`config.mk`:
```
export PLATFORM = sky130hd
export DESIGN_NAME = mac_address_table_cache
export DESIGN_NICKNAME = d
export VERILOG_FILES = /design/src/matc_pkg.sv /design/src/mac_address_table_cache.sv /design/src/matc_ctrl.sv /design/src/matc_dp.sv
export SDC_FILE = /design/constraint.sdc
export NUM_CORES = 2
export LEC_CHECK = 0
export BUFFER_PORTS_ARGS = -buffer_cell sky130_fd_sc_hd__clkbuf_2
export CAP_MARGIN = 20
export CELL_PAD_IN_SITES_DETAIL_PLACEMENT = 2
export CELL_PAD_IN_SITES_GLOBAL_PLACEMENT = 2
export CORE_MARGIN = 2
export CORE_UTILIZATION = 47
export CTS_CLUSTER_DIAMETER = 30
export DETAILED_ROUTE_END_ITERATION = 8
export GPL_TIMING_DRIVEN = 0
export PLACE_DENSITY = 0.74
export SYNTH_ARGS = -nofsm -noshare
export SYNTH_HDL_FRONTEND = slang
export SYNTH_MEMORY_MAX_BITS = 65536
export SYNTH_SLANG_ARGS = --single-unit
```
`constraint.sdc`:
```
create_clock -name i_clk -period 4.95 [get_ports i_clk]
set_input_delay 0.2475 -clock i_clk [delete_from_list [all_inputs] [get_ports i_clk]]
set_output_delay 0.2475 -clock i_clk [all_outputs]
set_load 0.01 [all_outputs]
```
`src/matc_pkg.sv`:
```
package matc_pkg;

    localparam int DEPTH_DEF = 64;
    localparam int CFG_W     = 7;
    localparam logic [CFG_W-1:0] CFG_RESET = 7'd64;

    localparam logic KIND_ADD     = 1'b0;
    localparam logic KIND_REFRESH = 1'b1;
    localparam logic AGE_REMOVE   = 1'b0;

    typedef enum logic [2:0] {
        STS_UPDATED   = 3'd0,
        STS_INSERTED  = 3'd1,
        STS_DROPPED   = 3'd2,
        STS_REMOVED   = 3'd3,
        STS_KEPT      = 3'd4,
        STS_NOT_FOUND = 3'd5
    } t_status;

    typedef enum logic [2:0] {
        S_CLEAR,
        S_IDLE,
        S_SCAN,
        S_COMMIT,
        S_RESP
    } t_state;

    typedef struct packed {
        logic        kind;
        logic [47:0] mac_address;
        logic [7:0]  port_number;
        logic [11:0] vlan_id;
        logic        static_flag;
        logic        age_flag;
        logic        valid_flag;
    } t_in_item;

    typedef struct packed {
        logic [2:0] status;
        logic [6:0] entry_count;
    } t_out_item;

    // flags: bit0 static, bit1 age, bit2 valid
    typedef struct packed {
        logic        used;
        logic [47:0] mac_address;
        logic [7:0]  port_number;
        logic [11:0] vlan_id;
        logic [2:0]  flags;
    } t_entry;

    typedef struct packed {
        logic clr_en;
        logic load;
        logic scan_en;
        logic commit;
    } t_ctrl_cmd;

    typedef struct packed {
        logic clr_done;
        logic scan_done;
    } t_dp_sts;

endpackage

```
`src/mac_address_table_cache.sv`:
```
// An accepted item is registered, then the table is scanned over the window (the
// configured size, saturated at TABLE_DEPTH) up to the first matching slot, then the
// result is committed and held until taken. The table memory is read one slot per cycle
// in the scan. An empty window scans no slots. Only one item is in flight: a new item is
// accepted once the last result is taken. Reset (synchronous, active low) clears the
// entry count and clears all TABLE_DEPTH slots, one per cycle, before the first item.
module mac_address_table_cache
    import matc_pkg::*;
#(
    parameter int TABLE_DEPTH = DEPTH_DEF
) (
    input  logic             i_clk,
    input  logic             i_rst_n,
    input  logic             i_cfg_we,
    input  logic [CFG_W-1:0] i_cfg_wdata,
    input  logic             i_in_valid,
    output logic             o_in_ready,
    input  t_in_item         i_in_item,
    output logic             o_out_valid,
    input  logic             i_out_ready,
    output t_out_item        o_out_item
);

    t_ctrl_cmd cmd;
    t_dp_sts   sts;

    matc_ctrl u_ctrl (
        .i_clk       (i_clk),
        .i_rst_n     (i_rst_n),
        .i_in_valid  (i_in_valid),
        .i_out_ready (i_out_ready),
        .i_sts       (sts),
        .o_cmd       (cmd),
        .o_in_ready  (o_in_ready),
        .o_out_valid (o_out_valid)
    );

    matc_dp #(
        .TABLE_DEPTH (TABLE_DEPTH)
    ) u_dp (
        .i_clk       (i_clk),
        .i_rst_n     (i_rst_n),
        .i_cfg_we    (i_cfg_we),
        .i_cfg_wdata (i_cfg_wdata),
        .i_in_item   (i_in_item),
        .i_cmd       (cmd),
        .o_sts       (sts),
        .o_out_item  (o_out_item)
    );

endmodule

```
`src/matc_ctrl.sv`:
```
module matc_ctrl
    import matc_pkg::*;
(
    input  logic      i_clk,
    input  logic      i_rst_n,
    input  logic      i_in_valid,
    input  logic      i_out_ready,
    input  t_dp_sts   i_sts,
    output t_ctrl_cmd o_cmd,
    output logic      o_in_ready,
    output logic      o_out_valid
);

    t_state r_state;
    t_state n_state;

    always_ff @(posedge i_clk) begin
        if (!i_rst_n) begin
            r_state <= S_CLEAR;
        end else begin
            r_state <= n_state;
        end
    end

    always_comb begin
        n_state = r_state;
        case (r_state)
            S_CLEAR: begin
                if (i_sts.clr_done) n_state = S_IDLE;
            end
            S_IDLE: begin
                if (i_in_valid) n_state = S_SCAN;
            end
            S_SCAN: begin
                if (i_sts.scan_done) n_state = S_COMMIT;
            end
            S_COMMIT: begin
                n_state = S_RESP;
            end
            S_RESP: begin
                if (i_out_ready) n_state = S_IDLE;
            end
            default: begin
                n_state = S_CLEAR;
            end
        endcase
    end

    always_comb begin
        o_cmd       = '0;
        o_in_ready  = 1'b0;
        o_out_valid = 1'b0;
        case (r_state)
            S_CLEAR: begin
                o_cmd.clr_en = 1'b1;
            end
            S_IDLE: begin
                o_in_ready = 1'b1;
                o_cmd.load = i_in_valid;
            end
            S_SCAN: begin
                o_cmd.scan_en = 1'b1;
            end
            S_COMMIT: begin
                o_cmd.commit = 1'b1;
            end
            S_RESP: begin
                o_out_valid = 1'b1;
            end
            default: begin
                o_cmd = '0;
            end
        endcase
    end

endmodule

```
`src/matc_dp.sv`:
```
module matc_dp
    import matc_pkg::*;
#(
    parameter int TABLE_DEPTH = DEPTH_DEF
) (
    input  logic             i_clk,
    input  logic             i_rst_n,
    input  logic             i_cfg_we,
    input  logic [CFG_W-1:0] i_cfg_wdata,
    input  t_in_item         i_in_item,
    input  t_ctrl_cmd        i_cmd,
    output t_dp_sts          o_sts,
    output t_out_item        o_out_item
);

    localparam int CW = $clog2(TABLE_DEPTH + 1);
    localparam int AW = (TABLE_DEPTH > 1) ? $clog2(TABLE_DEPTH) : 1;
    localparam logic [CW-1:0] DEPTH_C = CW'(TABLE_DEPTH);

    t_entry r_mem [TABLE_DEPTH];
    t_entry r_rd_data;

    logic [CFG_W-1:0] r_cfg;
    t_in_item         r_item;
    logic [CW-1:0]    r_clr_idx;
    logic [CW-1:0]    r_rd_idx;
    logic [AW-1:0]    r_cmp_idx;
    logic             r_cmp_vld;
    logic             r_hit;
    logic [AW-1:0]    r_hit_idx;
    logic             r_free_vld;
    logic [AW-1:0]    r_free_idx;
    logic [CW-1:0]    r_count;
    t_status          r_status;

    logic [CW-1:0] lim;
    logic          clr_done;
    logic          rd_more;
    logic          cmp_hit;
    logic          cmp_free;
    logic          n_we;
    logic [AW-1:0] n_wa;
    t_entry        n_wd;
    t_status       n_status;
    logic [CW-1:0] n_count;
    logic [31:0]   count_ext;

    // window saturates at the table depth
    always_comb begin
        if (32'(r_cfg) > 32'(TABLE_DEPTH)) begin
            lim = DEPTH_C;
        end else begin
            lim = CW'(r_cfg);
        end
    end

    assign clr_done = (r_clr_idx == DEPTH_C);
    assign rd_more  = (r_rd_idx < lim);
    assign cmp_hit  = r_cmp_vld && r_rd_data.used &&
                      (r_rd_data.mac_address == r_item.mac_address);
    assign cmp_free = r_cmp_vld && !r_rd_data.used;

    assign o_sts.clr_done  = clr_done;
    assign o_sts.scan_done = r_hit || (!rd_more && !r_cmp_vld);

    always_comb begin
        n_we     = 1'b0;
        n_wa     = r_clr_idx[AW-1:0];
        n_wd     = '0;
        n_status = r_status;
        n_count  = r_count;
        if (i_cmd.clr_en) begin
            n_we = !clr_done;
        end else if (i_cmd.commit) begin
            n_wd.used        = 1'b1;
            n_wd.mac_address = r_item.mac_address;
            n_wd.port_number = r_item.port_number;
            n_wd.vlan_id     = r_item.vlan_id;
            n_wd.flags       = {r_item.valid_flag, r_item.age_flag, r_item.static_flag};
            if (r_item.kind == KIND_ADD) begin
                if (r_hit) begin
                    n_we     = 1'b1;
                    n_wa     = r_hit_idx;
                    n_status = STS_UPDATED;
                end else if (r_free_vld) begin
                    n_we     = 1'b1;
                    n_wa     = r_free_idx;
                    n_count  = r_count + 1'b1;
                    n_status = STS_INSERTED;
                end else begin
                    n_status = STS_DROPPED;
                end
            end else begin
                if (!r_hit) begin
                    n_status = STS_NOT_FOUND;
                end else if (r_item.age_flag == AGE_REMOVE) begin
                    n_we      = 1'b1;
                    n_wa      = r_hit_idx;
                    n_wd.used = 1'b0;
                    if (r_count != '0) n_count = r_count - 1'b1;
                    n_status  = STS_REMOVED;
                end else begin
                    n_status = STS_KEPT;
                end
            end
        end
    end

    always_ff @(posedge i_clk) begin
        if (n_we) r_mem[n_wa] <= n_wd;
        r_rd_data <= r_mem[r_rd_idx[AW-1:0]];
    end

    always_ff @(posedge i_clk) begin
        if (!i_rst_n) begin
            r_cfg      <= CFG_RESET;
            r_clr_idx  <= '0;
            r_rd_idx   <= '0;
            r_cmp_vld  <= 1'b0;
            r_hit      <= 1'b0;
            r_free_vld <= 1'b0;
            r_count    <= '0;
        end else begin
            if (i_cfg_we) r_cfg <= i_cfg_wdata;
            if (i_cmd.clr_en && !clr_done) r_clr_idx <= r_clr_idx + 1'b1;
            r_count <= n_count;
            if (i_cmd.load) begin
                r_rd_idx   <= '0;
                r_cmp_vld  <= 1'b0;
                r_hit      <= 1'b0;
                r_free_vld <= 1'b0;
            end else if (i_cmd.scan_en) begin
                // read issue runs one entry ahead of the compare
                r_cmp_vld <= rd_more && !r_hit;
                if (rd_more) r_rd_idx <= r_rd_idx + 1'b1;
                if (cmp_hit && !r_hit) r_hit <= 1'b1;
                if (cmp_free && !r_free_vld) r_free_vld <= 1'b1;
            end
        end
    end

    always_ff @(posedge i_clk) begin
        if (i_cmd.load) r_item <= i_in_item;
        if (i_cmd.scan_en) begin
            r_cmp_idx <= r_rd_idx[AW-1:0];
            if (cmp_hit && !r_hit) r_hit_idx <= r_cmp_idx;
            if (cmp_free && !r_free_vld) r_free_idx <= r_cmp_idx;
        end
        if (i_cmd.commit) r_status <= n_status;
    end

    assign count_ext              = 32'(r_count);
    assign o_out_item.status      = r_status;
    assign o_out_item.entry_count = count_ext[6:0];

endmodule

```
==> flow_summary.ini, run 1 <==
[logic_synthesis]
ys_seq_elements = 3290
synth_top_area_share_pct = 76.70
synth_top_cells_by_area = edfxtp_1, mux4_2, dfxtp_1
synth_cell_types = 65
async_flop_share_pct = 0
syn_inst = 5391
synth_top_flop_cell = edfxtp_1
syn-cell-area_um2 = 125600
syn-num-nets = 5490
post_synth.cell_area_avg_um2 = 23.29
yosysTopAreaCell = edfxtp_1
synth_enable_flop_cells = 3207
ys_seq_area_share_pct = 78.03
ys_warn_count = 0

[placed_design]
io_buffer_count = 72
gp_congestion = 0.8525
dpl.hpwl_mm = 348.3

[run_status]
flow.stopped_at = detailed placement (3_5_place_dp)
status = did not finish
error_line = [ERROR DPL-0033] detailed placement checks failed during check placement.

[floorplan]
io_pins = 96
die_height_um = 520.8
die-width_um = 520.8
start_util_pct = 47.32
placementRows = 189
==> stage by stage <==
stage	cell area [µm²]	setup WS, ps	std cells	hold WS [ps]
after global placement	130300	-4790	8996	427.6
after floorplan	125600	574.5	5391	346.4
==> cells by family after synthesis <==
kind of cell             Yosys count  synth area share (%)
AND/OR/NAND/NOR                  421                 1.653
AO/OA/AOI/OAI                    274                 1.530
buffers and inverters            299                 1.134
adder cells (fa/ha/maj)           15                0.1555
multiplexers                    1036                 17.11
XOR/XNOR                          56                0.3907
flip-flops                      3290                 78.03
==> Yosys cell counts, drive strengths merged (9+ instances only) <==
cell type	count
a2111oi	16
a211oi	19
a21oi	42
a221o	17
a221oi	14
a22oi	42
and2	63
buf	172
clkbuf	109
dfxtp	83
edfxtp	3207
ha	14
inv	17
mux2	40
mux2i	112
mux4	884
nand2	67
nand2b	13
nand3	29
nand4	17
nor2	147
nor2b	29
nor3	21
o21ai	38
o22ai	44
or3	9
xnor2	49
==> inputs of run 2 (changes only) <==
- CELL_PAD_IN_SITES_DETAIL_PLACEMENT: 2 -> unset
- CELL_PAD_IN_SITES_GLOBAL_PLACEMENT: 2 -> unset
- CORE_UTILIZATION: 47 -> 32
- CTS_CLUSTER_DIAMETER: 30 -> unset
- PLACE_DENSITY: 0.74 -> unset
- PLACE_DENSITY_LB_ADDON: unset -> 0.15
==> run 2 against run 1 <==
Compared with the run above:
- the run now ends clean
- synthesized cell count unchanged
- synthesized area unchanged
==> flow_summary.ini, run 2 <==
[cells_and_area]
multiInputGateArea_um2 = 26750
seq_area_um2 = 97960
final-instance-count-excl-fill = 11770
most-common-layout-cells = edfxtp_1, mux4_2, clkbuf_16, buf_12, clkbuf_1
design_area_um2 = 151500
final_layout_size_suffix_gt1_share_pct = 31.95
final_nets = 6354
top_regs = u_dp.r_mem (3136), u_dp.r_item (50), u_dp.r_rd_data (49)
final_util_pct = 38.69
area_growth_pct = 20.71
nFillCells = 34900
largest_register_ffs = 3136
final_common_cell = edfxtp_1
largest-register = u_dp.r_mem

[logic_synthesis]
post_synth.cell_area_avg_um2 = 23.29
ys_seq_elements = 3290
ys_seq_area_share_pct = 78.03
synth_top_area_share_pct = 76.70
synth_enable_flop_cells = 3207
syn-cell-area_um2 = 125600
yosysMostFrequentCell = edfxtp_1
synth_top_flop_cell = edfxtp_1
synth_top_cells_by_area = edfxtp_1, mux4_2, dfxtp_1
async_flop_share_pct = 0
synth_cell_types = 65
yosysTopAreaCell = edfxtp_1
syn-num-nets = 5490
yosys-top-cells-count = edfxtp_1, mux4_2, nor2_1, mux2i_1
ys_warn_count = 0
syn_inst = 5391

[worst_hold_path]
holdCritPathClass = input pin to register
holdPathStages = 2
whs_endpoint = u_dp.r_item[66]$_DFFE_PP_
hp-start = i_in_item[66]

[timing]
fin_crit_sh_pct = 99.34
finalHoldViolations = 0
fin_ws_ps = 32.69
max-slew-margin-rel_pct = 17.39
rsz0062_at_grt = no
setup_viol = 0
max_freq_mhz = 203.4
finalClockSkew_ps = 70.12
period_minus_slack_ps = 4917
slew_viol_final = 0
tightest_slew_ps = 1239

[global_route]
antenna_found_initial = 24
grt_max_degree = 57
overflow = 0
grt_pass1_wl_mm = 588.9
track_usage_pct = 22.12
grt_pass1_vias = 63670

[critical_path]
rr_worst_depth = 9
ff2ff_setup_slack_ps = 30
r2r_end = u_dp.r_mem[53][62]$_DFFE_PP_
crit_arrival_ps = 5530
crit_fanout = 15
critical_path_class = register to register
start_kind = register
r2r-start = u_ctrl.r_state[2]$_SDFFE_PN0P_
crit_path_end_kind = register
cp.required_ps = 5560

[power]
power.total_mw = 56.62
comb_power_share_pct = 1.4
irDropWorstVdd_mv = 0.2442
power_switching_mw = 11.62
power_density_nw_per_um2 = 373.6
sw_frac_of_total_pct = 20.53
clkPwrFrac_pct = 44.9
seqPwrFrac_pct = 53.7
cellLeakagePower_nw = 39.18
p_int_mw = 45.00

[floorplan]
fp.dieArea_um2 = 397400
coreArea_um2 = 391700
die-width_um = 630.4
io_pins = 96
start_util_pct = 32.06
die_height_um = 630.4
placementRows = 230

[clock_network]
cts_buffers = 354
clk_latency_ps = 970
root_buffer = clkbuf_16
clk_pin_slew_ps = 60
clock_tree.buffer_depth = 4
cts_htree_levels = 5
clock-sinks = 3290
cts_tree = yes

[placed_design]
gp_congestion = 0.8408
dpl.hpwl_mm = 314.5
io_buffer_count = 72
dp.cells = 10980
dpl-instance-area_um2 = 139200
dp_slack_ps = -207.4

[route]
ant_nets = 0
drc_errors = 0
wl_per_cell_um = 37.84
vias_per_cell = 5.455
vias = 64180
dr.pass1.iters = 8
drt-total-wl_mm = 445.2
drt_iter0_markers = 8682

[run_status]
status = finished clean

[run]
drv_cap = 0
-- run 2: cell counts after synthesis --
No cell type changed its count.
-- run 2: worst max-delay path by stage --
stage,endpoint,startpoint
3_3_place_gp,u_dp.r_mem[61][41]$_DFFE_PP_,u_dp.r_item[71]$_DFFE_PP_
3_5_place_dp,u_dp.r_rd_data[45]$_DFF_P_,u_dp.r_rd_idx[2]$_SDFFE_PP0P_
6_report,u_dp.r_mem[53][62]$_DFFE_PP_,u_ctrl.r_state[2]$_SDFFE_PN0P_
4_1_cts,u_dp.r_mem[38][55]$_DFFE_PP_,u_ctrl.r_state[2]$_SDFFE_PN0P_
2_1_floorplan,u_dp.r_mem[59][23]$_DFFE_PP_,u_dp.r_item[71]$_DFFE_PP_
5_1_grt,u_dp.r_mem[33][42]$_DFFE_PP_,u_ctrl.r_state[2]$_SDFFE_PN0P_
-- run 2: repair_timing --
action,in CTS,in global routing
resized for setup,0,0
buffers inserted,0,19
endpoints found under the hold margin,100,0
hold buffers,114,0
pin swaps,0,5
setup endpoints to repair,9,49
-- run 2: critical path, stage by stage, from the launching register on --
cell and delay [ps]:
dfxtp_1 310, clkbuf_1 440, nand3b_1 200, clkbuf_1 820, a21oi_1 150, a21oi_1 430, nand3_1 730, nor2_4 930
buf_16 250, buf_12 200
-- run 2: area by class of cell --
class | instances | share of cell area [%]
multi-input combinational | 1802 | 17.65
sequential | 3290 | 64.64
timing repair buffer | 509 | 5.231
buffer | 280 | 0.9024
antenna | 10 | 0.01651
inverter | 18 | 0.04458
tap | 5220 | 4.310
clock buffer | 463 | 6.292
clock inverter | 174 | 0.9065
-- run 2: cells by family (layout without fill, tap and decap cells) --
logic type	count (synthesis)	count (layout)	share of synthesized area, %
flip-flops	3290	3290	78.03
AND/OR/NAND/NOR	421	421	1.653
multiplexers	1036	1036	17.11
adder cells (fa/ha/maj)	15	15	0.1555
XOR/XNOR	56	56	0.3907
AO/OA/AOI/OAI	274	274	1.530
other	0	10	0
buffers and inverters	299	1444	1.134
-- run 2: power by group through the flow --
stage | sequential [mW] | clock [mW] | combinational (mW)
6_report | 30.4 | 25.4 | 0.818
5_1_grt | 30.4 | 26.9 | 0.840
4_1_cts | 30.4 | 25.9 | 0.806
3_5_place_dp | 31.0 | 0 | 0.733
3_3_place_gp | 31.0 | 0 | 0.637
2_1_floorplan | 31.0 | 0 | 0.317
-- run 2: stage by stage --
stage	setup TNS [ps]	hold slack (ps)
after floorplan	0	346.4
after global placement	-	424.7
after detailed placement	-1160	426.2
after CTS	0	1.480
after global routing	0	33.71
final	0	58.29
-- run 2: metal layers --
| layer | share of wire, % | global-route usage, % | routed length, µm | vias to the layer above |
|---|---|---|---|---|
| li1 | - | - | - | 24790 |
| met1 | 41 | 30.06 | 181800 | 35870 |
| met2 | 48 | 36.08 | 212900 | 2927 |
| met3 | 7.7 | 3.958 | 34260 | 595 |
| met4 | 3.6 | 7.124 | 16070 | 4 |
| met5 | 0.052 | 0 | 231 | - |
Note: power is estimated with default switching activity, not from simulation.
